<file path="src/hdl/lcct_pkg.sv">
// Package for the lag-compensated countdown timer: item/result types, codes,
// constants and the counted-exposure helper. No dependencies.
package lcct_pkg;

  // Run state codes, also the status field encoding
  typedef enum logic [1:0] {
    ST_STOPPED = 2'd0,
    ST_RUNNING = 2'd1,
    ST_PAUSED  = 2'd2
  } run_state_e;

  // Item kinds; code 7 is unused and ignored
  typedef enum logic [2:0] {
    KIND_TICK        = 3'd0,
    KIND_START       = 3'd1,
    KIND_PAUSE       = 3'd2,
    KIND_RESUME      = 3'd3,
    KIND_STOP        = 3'd4,
    KIND_RESET       = 3'd5,
    KIND_RESET_TOTAL = 3'd6
  } kind_e;

  localparam logic [31:0] MS_PER_TENTH  = 32'd100;
  localparam logic [31:0] BEEP_BEGIN_MS = 32'd1000;

  // x / 100 == (x * DIV100_MULT) >> DIV_SHIFT, exact for every 32-bit x
  localparam logic [31:0] DIV100_MULT = 32'd2748779070;
  localparam int unsigned DIV_SHIFT   = 38;
  localparam int unsigned TENTHS_W    = 64 - DIV_SHIFT;

  typedef struct packed {
    logic [2:0]  kind;
    logic [31:0] now_ms;
    logic [15:0] duration_tenths;
    logic        beeper_on;
  } item_t;

  typedef struct packed {
    logic        relay_on;
    logic [1:0]  status;
    logic        just_stopped;
    logic        just_finished;
    logic [31:0] left_ms;
    logic        in_lag;
    logic        pause_counted;
    logic        beep_short;
    logic        beeper_begin;
    logic        beeper_end;
  } flags_t;

  // Result before the divide-by-100 stages
  typedef struct packed {
    flags_t      flags;
    logic [31:0] total_ms;
    logic [31:0] last_run_ms;
  } res_t;

  // Final result beat
  typedef struct packed {
    flags_t              flags;
    logic [TENTHS_W-1:0] total_tenths;
    logic [TENTHS_W-1:0] last_run_tenths;
  } out_t;

  // Exposure counted so far in the current run (0 unless running)
  function automatic logic [31:0] counted_ms(
    input logic        running,
    input logic [31:0] clk_ms,
    input logic [31:0] res_ms,
    input logic [31:0] rem_ms,
    input logic [31:0] lag_ms
  );
    logic [31:0] stop_ms;
    logic [31:0] since_ms;
    logic [31:0] cnt;
    stop_ms  = res_ms + rem_ms + lag_ms;
    since_ms = clk_ms - res_ms;
    if (!running) begin
      cnt = '0;
    end else if (clk_ms > stop_ms) begin
      cnt = rem_ms;
    end else if (since_ms < lag_ms) begin
      cnt = '0;
    end else begin
      cnt = since_ms - lag_ms;
    end
    return cnt;
  endfunction

endpackage

</file>
<file path="src/hdl/lag_compensated_countdown_timer_unit.sv">
// Top level of the lag-compensated countdown timer: input register, state
// update core, divide stages, ports. Depends on lcct_pkg, lcct_core, lcct_div100.
//
//  channel | signals                              | direction | flow control
//  --------+--------------------------------------+-----------+-------------
//  in      | in_valid_i, in_stall_o, in_*_i        | sink      | valid/stall
//  out     | out_valid_o, out_stall_i, *_o fields  | source    | valid/stall
//  cfg     | cfg_valid_i, cfg_ready_o, cfg_lag_ms_i| sink      | valid/ready
//
// One item per clock sustained while out_stall_i is low. Rate is set by the
// state update loop in the core (input register -> update logic -> result
// register), followed by a product register and an output register for the
// divide by 100; out_valid_o rises once an accepted item has passed through
// all of these registers.
// Reset (rst_ni low, async) clears the timer state, lag_ms and all valids.
// out_stall_i holds the output beat; bubbles in the pipe still absorb new
// input, so in_stall_o rises only once every stage is full.
module lag_compensated_countdown_timer_unit import lcct_pkg::*; (
  input  logic        clk_i,
  input  logic        rst_ni,
  // input item channel
  input  logic        in_valid_i,
  output logic        in_stall_o,
  input  logic [2:0]  in_kind_i,
  input  logic [31:0] in_now_ms_i,
  input  logic [15:0] in_duration_tenths_i,
  input  logic        in_beeper_on_i,
  // result channel
  output logic        out_valid_o,
  input  logic        out_stall_i,
  output logic        relay_on_o,
  output logic [1:0]  status_o,
  output logic        just_stopped_o,
  output logic        just_finished_o,
  output logic [31:0] left_ms_o,
  output logic [25:0] total_tenths_o,
  output logic [25:0] last_run_tenths_o,
  output logic        in_lag_o,
  output logic        pause_counted_o,
  output logic        beep_short_o,
  output logic        beeper_begin_o,
  output logic        beeper_end_o,
  // lag register write channel
  input  logic        cfg_valid_i,
  output logic        cfg_ready_o,
  input  logic [15:0] cfg_lag_ms_i
);

  logic [15:0] lag_q;
  logic        v0_q, v1_q;
  item_t       item_q;
  logic        ready0, ready1;
  logic        div_ready;
  logic        step;
  res_t        res;
  out_t        out_beat;

  // Lag register: writes only arrive while the pipe is idle is a rule for the user; the block does not enforce it
  assign cfg_ready_o = 1'b1;

  always_ff @(posedge clk_i or negedge rst_ni) begin
    if (!rst_ni) begin
      lag_q <= '0;
    end else if (cfg_valid_i && cfg_ready_o) begin
      lag_q <= cfg_lag_ms_i;
    end
  end

  // Stage 0 is the input register, stage 1 the core's result register
  assign ready1     = !v1_q || div_ready;
  assign ready0     = !v0_q || ready1;
  assign in_stall_o = !ready0;
  assign step       = v0_q && ready1;

  always_ff @(posedge clk_i or negedge rst_ni) begin
    if (!rst_ni) begin
      v0_q <= 1'b0;
      v1_q <= 1'b0;
    end else begin
      if (ready0) v0_q <= in_valid_i;
      if (ready1) v1_q <= v0_q;
    end
  end

  always_ff @(posedge clk_i) begin
    if (ready0 && in_valid_i) begin
      item_q.kind            <= in_kind_i;
      item_q.now_ms          <= in_now_ms_i;
      item_q.duration_tenths <= in_duration_tenths_i;
      item_q.beeper_on       <= in_beeper_on_i;
    end
  end

  lcct_core u_core (
    .clk_i    (clk_i),
    .rst_ni   (rst_ni),
    .step_i   (step),
    .item_i   (item_q),
    .lag_ms_i (lag_q),
    .res_o    (res)
  );

  lcct_div100 u_div (
    .clk_i       (clk_i),
    .rst_ni      (rst_ni),
    .in_valid_i  (v1_q),
    .in_ready_o  (div_ready),
    .in_res_i    (res),
    .out_valid_o (out_valid_o),
    .out_stall_i (out_stall_i),
    .out_o       (out_beat)
  );

  assign relay_on_o        = out_beat.flags.relay_on;
  assign status_o          = out_beat.flags.status;
  assign just_stopped_o    = out_beat.flags.just_stopped;
  assign just_finished_o   = out_beat.flags.just_finished;
  assign left_ms_o         = out_beat.flags.left_ms;
  assign total_tenths_o    = out_beat.total_tenths;
  assign last_run_tenths_o = out_beat.last_run_tenths;
  assign in_lag_o          = out_beat.flags.in_lag;
  assign pause_counted_o   = out_beat.flags.pause_counted;
  assign beep_short_o      = out_beat.flags.beep_short;
  assign beeper_begin_o    = out_beat.flags.beeper_begin;
  assign beeper_end_o      = out_beat.flags.beeper_end;

  // Relay follows the running state
  a_relay_status: assert property (@(posedge clk_i) disable iff (!rst_ni)
    out_valid_o |-> (relay_on_o == (status_o == ST_RUNNING)))
    else $error("relay_on disagrees with status");

  // Lag window only exists while running
  a_lag_running: assert property (@(posedge clk_i) disable iff (!rst_ni)
    (out_valid_o && in_lag_o) |-> relay_on_o)
    else $error("in_lag set while not running");

  // A beat never both starts and stops the continuous beeper
  a_beeper_excl: assert property (@(posedge clk_i) disable iff (!rst_ni)
    out_valid_o |-> !(beeper_begin_o && beeper_end_o))
    else $error("beeper begin and end in one beat");

  // A counted pause leaves the timer paused with the beeper stopped
  a_pause_counted: assert property (@(posedge clk_i) disable iff (!rst_ni)
    (out_valid_o && pause_counted_o) |-> (beeper_end_o && status_o == ST_PAUSED))
    else $error("pause_counted without an accepted pause");

endmodule

</file>
<file path="src/hdl/lcct_core.sv">
// Timer state registers and the single-pass update for one item.
// Depends on lcct_pkg.
module lcct_core import lcct_pkg::*; (
  input  logic        clk_i,
  input  logic        rst_ni,
  input  logic        step_i,   // item in item_i executes this edge
  input  item_t       item_i,
  input  logic [15:0] lag_ms_i,
  output res_t        res_o
);

  run_state_e  rs_q, rs_d;
  logic [31:0] clock_q, clock_d;
  logic [31:0] resume_q, resume_d;
  logic [31:0] remaining_q, remaining_d;
  logic [31:0] acc_q, acc_d;
  logic [31:0] last_q, last_d;
  logic        stopped_q, stopped_d;
  logic        finished_q, finished_d;
  res_t        res_q, res_d;

  logic [31:0] lag32;
  logic [31:0] clk_eff;
  logic [31:0] stop_cur;
  logic [31:0] c_cur;
  logic        reached;
  logic [31:0] rem_start;
  logic [31:0] c_start;
  logic [31:0] c_new;
  logic        running_new;
  logic        beep, begin_cmd, end_cmd, pcount;

  assign lag32     = {16'd0, lag_ms_i};
  assign clk_eff   = (item_i.kind == KIND_TICK) ? item_i.now_ms : clock_q;
  assign stop_cur  = resume_q + remaining_q + lag32;
  assign c_cur     = counted_ms(rs_q == ST_RUNNING, clk_eff, resume_q, remaining_q, lag32);
  assign reached   = (clk_eff >= stop_cur);
  assign rem_start = 32'({16'd0, item_i.duration_tenths} * MS_PER_TENTH);
  assign c_start   = counted_ms(1'b1, clock_q, clock_q, rem_start, lag32);

  always_comb begin
    rs_d        = rs_q;
    clock_d     = clock_q;
    resume_d    = resume_q;
    remaining_d = remaining_q;
    acc_d       = acc_q;
    last_d      = last_q;
    stopped_d   = stopped_q;
    finished_d  = finished_q;
    beep        = 1'b0;
    begin_cmd   = 1'b0;
    end_cmd     = 1'b0;
    pcount      = 1'b0;

    case (item_i.kind)
      KIND_TICK: begin
        clock_d    = item_i.now_ms;
        stopped_d  = 1'b0;
        finished_d = 1'b0;
        if (rs_q == ST_RUNNING) begin
          if (c_cur != '0) last_d = c_cur;
          if (reached) begin
            finished_d  = 1'b1;
            stopped_d   = 1'b1;
            end_cmd     = 1'b1;
            acc_d       = acc_q + remaining_q;
            rs_d        = ST_STOPPED;
            remaining_d = '0;
          end else begin
            begin_cmd = !item_i.beeper_on && (c_cur >= BEEP_BEGIN_MS);
          end
        end
      end
      KIND_START: begin
        beep = 1'b1;
        if (item_i.duration_tenths == '0) begin
          finished_d = 1'b1;
          stopped_d  = 1'b1;
        end else begin
          remaining_d = rem_start;
          resume_d    = clock_q;
          rs_d        = ST_RUNNING;
          if (c_start != '0) last_d = c_start;
        end
      end
      KIND_PAUSE: begin
        if (rs_q == ST_RUNNING) begin
          end_cmd     = 1'b1;
          if (c_cur != '0) last_d = c_cur;
          acc_d       = acc_q + c_cur;
          remaining_d = remaining_q - c_cur;
          rs_d        = ST_PAUSED;
          pcount      = clock_q > (resume_q + lag32);
        end
      end
      KIND_RESUME: begin
        if (rs_q == ST_PAUSED) begin
          beep     = 1'b1;
          resume_d = clock_q;
          rs_d     = ST_RUNNING;
        end
      end
      KIND_STOP, KIND_RESET: begin
        end_cmd = 1'b1;
        if (rs_q != ST_STOPPED) begin
          stopped_d   = 1'b1;
          if (c_cur != '0) last_d = c_cur;
          acc_d       = acc_q + (reached ? remaining_q : c_cur);
          rs_d        = ST_STOPPED;
          remaining_d = '0;
        end
        if (item_i.kind == KIND_RESET) begin
          acc_d  = '0;
          last_d = '0;
        end
      end
      KIND_RESET_TOTAL: begin
        acc_d = '0;
      end
      default: begin
      end
    endcase
  end

  // Report on the state after the item
  assign running_new = (rs_d == ST_RUNNING);
  assign c_new       = counted_ms(running_new, clock_d, resume_d, remaining_d, lag32);

  always_comb begin
    res_d                     = '0;
    res_d.flags.relay_on      = running_new;
    res_d.flags.status        = rs_d;
    res_d.flags.just_stopped  = stopped_d;
    res_d.flags.just_finished = finished_d;
    res_d.flags.left_ms       = (running_new && c_new != '0)
                                ? (resume_d + remaining_d + lag32 - clock_d) : remaining_d;
    res_d.flags.in_lag        = running_new && (c_new == '0);
    res_d.flags.pause_counted = pcount;
    res_d.flags.beep_short    = beep;
    res_d.flags.beeper_begin  = begin_cmd;
    res_d.flags.beeper_end    = end_cmd;
    res_d.total_ms            = acc_d + c_new;
    res_d.last_run_ms         = last_d;
  end

  always_ff @(posedge clk_i or negedge rst_ni) begin
    if (!rst_ni) begin
      rs_q        <= ST_STOPPED;
      clock_q     <= '0;
      resume_q    <= '0;
      remaining_q <= '0;
      acc_q       <= '0;
      last_q      <= '0;
      stopped_q   <= 1'b0;
      finished_q  <= 1'b0;
    end else if (step_i) begin
      rs_q        <= rs_d;
      clock_q     <= clock_d;
      resume_q    <= resume_d;
      remaining_q <= remaining_d;
      acc_q       <= acc_d;
      last_q      <= last_d;
      stopped_q   <= stopped_d;
      finished_q  <= finished_d;
    end
  end

  always_ff @(posedge clk_i) begin
    if (step_i) begin
      res_q <= res_d;
    end
  end

  assign res_o = res_q;

endmodule

</file>
<file path="src/hdl/lcct_div100.sv">
// Two-stage divide-by-100 of the total and last-run sums by reciprocal
// multiply, with its own valid/stall flow control. Depends on lcct_pkg.
module lcct_div100 import lcct_pkg::*; (
  input  logic clk_i,
  input  logic rst_ni,
  input  logic in_valid_i,
  output logic in_ready_o,
  input  res_t in_res_i,
  output logic out_valid_o,
  input  logic out_stall_i,
  output out_t out_o
);

  logic        v2_q, v3_q;
  logic        ready2, ready3;
  flags_t      flags2_q;
  logic [63:0] prod_tot_q, prod_last_q;
  out_t        out_q;

  assign ready3     = !v3_q || !out_stall_i;
  assign ready2     = !v2_q || ready3;
  assign in_ready_o = ready2;

  always_ff @(posedge clk_i or negedge rst_ni) begin
    if (!rst_ni) begin
      v2_q <= 1'b0;
      v3_q <= 1'b0;
    end else begin
      if (ready2) v2_q <= in_valid_i;
      if (ready3) v3_q <= v2_q;
    end
  end

  always_ff @(posedge clk_i) begin
    if (ready2 && in_valid_i) begin
      flags2_q    <= in_res_i.flags;
      prod_tot_q  <= {32'd0, in_res_i.total_ms} * {32'd0, DIV100_MULT};
      prod_last_q <= {32'd0, in_res_i.last_run_ms} * {32'd0, DIV100_MULT};
    end
    if (ready3 && v2_q) begin
      out_q.flags           <= flags2_q;
      out_q.total_tenths    <= prod_tot_q[63:DIV_SHIFT];
      out_q.last_run_tenths <= prod_last_q[63:DIV_SHIFT];
    end
  end

  assign out_valid_o = v3_q;
  assign out_o       = out_q;

endmodule
</file>
<file path="config.mk">
export PLATFORM = sky130hd
export DESIGN_NAME = lag_compensated_countdown_timer_unit
export DESIGN_NICKNAME = d
export VERILOG_FILES = /design/src/hdl/lcct_pkg.sv /design/src/hdl/lag_compensated_countdown_timer_unit.sv /design/src/hdl/lcct_core.sv /design/src/hdl/lcct_div100.sv
export SDC_FILE = /design/constraint.sdc
export NUM_CORES = 2
export LEC_CHECK = 0
export BUFFER_PORTS_ARGS = -buffer_cell sky130_fd_sc_hd__clkbuf_2
export CAP_MARGIN = 40
export CORE_MARGIN = 8
export CORE_UTILIZATION = 66
export CTS_CLUSTER_SIZE = 8
export DETAILED_ROUTE_END_ITERATION = 16
export HOLD_SLACK_MARGIN = 0.03
export PLACE_DENSITY = 0.87
export REMOVE_ABC_BUFFERS = 1
export SYNTH_ARGS = -nofsm -noshare
export SYNTH_HDL_FRONTEND = slang
export SYNTH_HIERARCHICAL = 1
export SYNTH_SLANG_ARGS = --single-unit
</file>
<file path="constraint.sdc">
create_clock -name clk_i -period 20.1 [get_ports clk_i]
set_clock_uncertainty 0.2 [all_clocks]
set_input_delay 3.015 -clock clk_i [delete_from_list [all_inputs] [get_ports clk_i]]
set_output_delay 3.015 -clock clk_i [all_outputs]
set_load 0.005 [all_outputs]
</file>
# After elaboration in Yosys (flattened, before gate mapping)
# Index checks and enable logic that the tools add are counted.
# Widths: inputs -> output; s select.
# totals
output_inout_bits	97
input_bits	73
word_cells	175
regBits	604
# op_classes
muxes	51
addsub	19
multipliers	3
order_cmp	9
n_reduce_logical	29
n_eq_ne	9
bitwise	2
# op_table
cell	n
$mux 32	29
$pmux 32 s4	2
$add 32x32->32	6
$sub 32x32->32	5
$add 32x16->32	4
$gt 32x32->1	4
$mul 32x31->63 const B	2
$lt 32x16->1	3
$pmux 32 s3	1
$reduce_bool 32->1	3
$sub 32x16->32	3
$pmux 32 s2	1
$add 32x23->32	1
$ge 32x10->1 const B	1
$ge 32x32->1	1
$logic_not 32->1	1
$mul 16x5->21 const B	1
$logic_not 16->1	1
$mux 2	6
$pmux 2 s5	1
$eq 3x3->1 const B	3
$logic_and 1x1->1	7
$logic_not 1->1	7
$mux 1	7
13 further kinds	22

# Depth between registers and ports, before layout
# logic_depth
word_depth	18
ltp_mapped	88
depth_no_buf	84

# Cells and area by module
# Netlist, hierarchy kept.
# by_module_without_submodules
mod	cells_per_inst	area_per_inst_um2	seq_area_each_um2	n_inst
lcct_div100	3603	39516.6	5695.5	1
lcct_core	4812	38878.5	7287.0	1
lag_compensated_countdown_timer_unit	97	2314.7	2011.9	1

# Least setup slack after synthesis
# OpenSTA, ideal clock, no wires.
# synth_timing
path_kind	reg-to-reg
start	register lag_q[1]
end	register u_core.res_q (netlist bit u_core/res_o[62]), data pin
path_stages_with_launch	83
arrival_time_ns	17.264
slack_ns	2.378
n_path_buf	4
required_time_ns	19.642
setup_time_ns	0.258
period_less_slack_ns	17.722
cell_sequence	dfrtp_1 inv_1 fa_1 inv_1 ha_1 fa_1 a21o_1 a21oi_1 o21bai_1 a21oi_1 o21ai_0 a211oi_1 nor2_1 o41ai_1 o2111ai_1 nand2_1 o2111ai_1 a31oi_1 [... 47 more ...] o22ai_1 fa_1 a21o_1 a21oi_1 o21bai_1 a21oi_1 o21bai_1 a21oi_1 o2111a_1 o31ai_1 o41ai_1 o2111ai_1 a31o_2 a21o_1 a21oi_1 o21ai_0 a21oi_1 xnor2_1
# synth_lines
element	line_no	source
from (decl)	lag_compensated_countdown_timer_unit.sv:49	logic [15:0] lag_q;
from (signal assigned)	lag_compensated_countdown_timer_unit.sv:65	lag_q <= cfg_lag_ms_i;
to (signal assigned)	lcct_core.sv:170	res_q <= res_d;
to (decl)	lcct_core.sv:20	res_t res_q, res_d;

==> flow_summary.toml <==
[route]
ant_nets = 0
wl_per_cell_microns = 27.04
vias = 67680
vias_per_cell = 6.481
first_pass_iters = 9
wl_mm = 282.4
first_iter_violations = 6976
drc_errors = 0

[min_path]
hp-class = "register to register"

[critical_path]
crit_type = "register to register"
crit_slowest_cell = "fa_1"
crit_path_max_incr_delay_ns = 0.57
critPathMaxFanout = 27
end_kind = "register"
cp-start-kind = "register"
crit_required_ns = 20.35
cp.arrival_ns = 19.38
cp_common_cell = "a21oi_1"

[placement]
place_area_sq_um = 84060
detailedPlace.worstSlack_ns = 0.2781
hpwl_mm = 228.9
port_buffers = 168
gp_congestion = 1.097
dp.cells = 10290

[die]
start_util = 0.6640
boundaryPins = 170
rows = 128
core_sq_um = 121600
die_area_sq_um = 133700
die_y_microns = 365.7
fp.dieW_microns = 365.7

[logic_synthesis]
ys_top_cells_by_area = "ha_1, fa_1, edfxtp_1"
synth_edf_count = 346
yosys.area.top_type = "ha_1"
synthDistinctLibCells = 118
ys_seq_area_frac = 0.1858
ys_seq_elements = 530
synth_top_area_frac = 0.2110
synthArstFlopShare = 0.3472
synth_ff_type = "edfxtp_1"
netlist_instances = 8512
syn_area_sq_um = 80710
ys.warnings.count = 6
synth_area_per_cell_sq_um = 9.482

[global_route]
grt_pass1_wl_mm = 420.9
grt_pass1_vias = 69900
grt-ovfl-total = 0
antenna_found_initial = 10
grt_use_total = 0.4179
grt_max_degree = 156

[timing]
final-max-slew-violation-count = 0
period_needed_ns = 19.14
hold_slack_ns = 0.2118
worst_slew_pin_slew_ns = 1.106
max_clock_freq_mhz = 52.25
hold_viol = 0
finalWorstSetupSlack_ns = 0.9626
slew_headroom = 0.2629
finalCritPeriodShare = 0.9521
setup_viol = 0

[clock_tree]
holdBufCountCts = 0
numCtsBuffers = 80
path_clk_slew_ns = 0.05
clkSinkCount = 530
clk_latency_ns = 0.71
htree_levels = 3
cts-root-buf = "clkbuf_16"
tritoncts = "yes"
cts_buffer_depth = 3

[flow_run]
cap_violations = 0

[cells_and_area]
fin_nets = 11040
fill_cells = 8860
drive_gt1_frac = 0.06881
final_area_sq_um = 86680
synthToLayoutAreaGrowth_pct = 7.395
fin_cells = 10440

[run_status]
status = "complete, no violations"
==> cells in the mapped netlist (16+ instances only) <==
cell type,instances
o31ai_1,41
a221oi_1,25
and3_1,51
clkbuf_1,130
o2111ai_1,28
o211ai_1,34
a21oi_1,618
o21ai_0,281
mux2_2,35
nand2_1,360
xnor2_1,286
or2_2,25
inv_1,1604
ha_1,1361
a211oi_1,53
or3_1,39
a31o_2,16
nand2b_1,76
nand3_1,132
o22ai_1,42
a21boi_0,20
xor2_1,149
a31oi_1,54
nor2_1,496
nand4_1,84
nor4_1,37
and4_1,19
o21bai_1,70
nor3_1,131
edfxtp_1,346
nor2b_1,73
a22oi_1,41
o21a_1,58
dfrtp_1,184
a21o_1,199
fa_1,849
o21ai_1,25
mux2i_1,64
and2_1,27
==> routing by layer <==
| metal | GRT usage | share of wire | up-vias |
|---|---|---|---|
| li1 | - | - | 29700 |
| met3 | 0.1084 | 0.10 | 1090 |
| met2 | 0.6633 | 0.45 | 4006 |
| met4 | 0.2798 | 0.084 | 4 |
| met5 | 0 | 0.000099 | - |
| met1 | 0.5015 | 0.37 | 32880 |
==> sequential cells by signal, summed over array words and instances, names as in the netlist, 2 cells and up <==
name                cells
u_core/clock_q         32
u_core/remaining_q     32
item_q                 52
u_div/flags2_q         42
u_div/prod_last_q      26
lag_q                  16
u_div/out_o            94
u_div/prod_tot_q       26
u_core/rs_q             2
u_core/acc_q           32
u_core/last_q          32
u_core/res_o          106
u_core/resume_q        32
==> final cells by class <==
class | instances | area (sq um) | share of cell area
inverter | 1606 | 6032 | 0.06959
tap | 1625 | 2033 | 0.02346
sequential | 530 | 15000 | 0.1730
antenna | 11 | 27.53 | 0.0003176
timing repair buffer | 319 | 2014 | 0.02324
clock inverter | 12 | 183.9 | 0.002122
clock buffer | 125 | 2232 | 0.02575
multi-input combinational | 6215 | 59160 | 0.6825
==> worst max-delay path: cells and delay by family, from the launching register on <==
family	cells	cell delay, ns
AO/OA/AOI/OAI	42	9.93
adder cells (fa/ha/maj)	9	3.40
AND/OR/NAND/NOR	16	3.17
buffers and inverters	7	1.09
XOR/XNOR	4	0.60
flip-flops	1	0.47
==> worst paths after layout <==
kind,start,endpoint,cells after the start,slack (ns)
worst max-delay path,lag_q[1],u_core/res_o[59],78,0.96
worst min-delay path,u_core/res_o[91],u_div/flags2_q[27],0,0.21
worst max register to register,lag_q[1],u_core/res_o[59],78,0.96
worst min register to register,u_core/res_o[91],u_div/flags2_q[27],0,0.21
max in group asynchronous,rst_ni,lag_q[1],2,16.19
min in group asynchronous,rst_ni,u_core/clock_q[24],1,2.18
==> cells in the final DEF (no fill, tap or decap), types with 72 or more instances in the layout <==
| master | Yosys | final |
|---|---|---|
| a21o_1 | 199 | 199 |
| a21oi_1 | 618 | 615 |
| buf_4 | 6 | 134 |
| clkbuf_16 | 0 | 81 |
| clkbuf_2 | 0 | 168 |
| dfrtp_1 | 184 | 182 |
| edfxtp_1 | 346 | 346 |
| fa_1 | 849 | 849 |
| ha_1 | 1361 | 1361 |
| inv_1 | 1604 | 1603 |
| nand2_1 | 360 | 360 |
| nand2b_1 | 76 | 75 |
| nand3_1 | 132 | 132 |
| nand4_1 | 84 | 84 |
| nor2_1 | 496 | 492 |
| nor2b_1 | 73 | 72 |
| nor3_1 | 131 | 130 |
| o21ai_0 | 281 | 277 |
| xnor2_1 | 286 | 284 |
| xor2_1 | 149 | 149 |
==> per-stage QoR <==
step                utilization  setup TNS, ns
CTS                      0.7114              0
finish                   0.7131              0
global placement         0.6906              0
detailed placement       0.6915              0
global route             0.7128       -0.03966
floorplan                     -              0
==> what timing repair did <==
item,in CTS,in global routing
setup buffers,0,5
gates resized for setup,0,22
endpoints found under the setup margin,0,14
==> cell families after synthesis <==
kind of cell | after synthesis | synth area share
fa+ha+maj | 2210 | 0.4216
compound gates | 1832 | 0.1485
buf+inv | 1767 | 0.08339
simple gates | 1627 | 0.09874
flops | 530 | 0.1858
xor+xnor | 435 | 0.04720
mux | 110 | 0.01482
other cells | 1 | 0.00004646
Power is left out: the tool's default activity adds up to more than one toggle a clock period on the data nets, which glitch-free logic cannot reach.
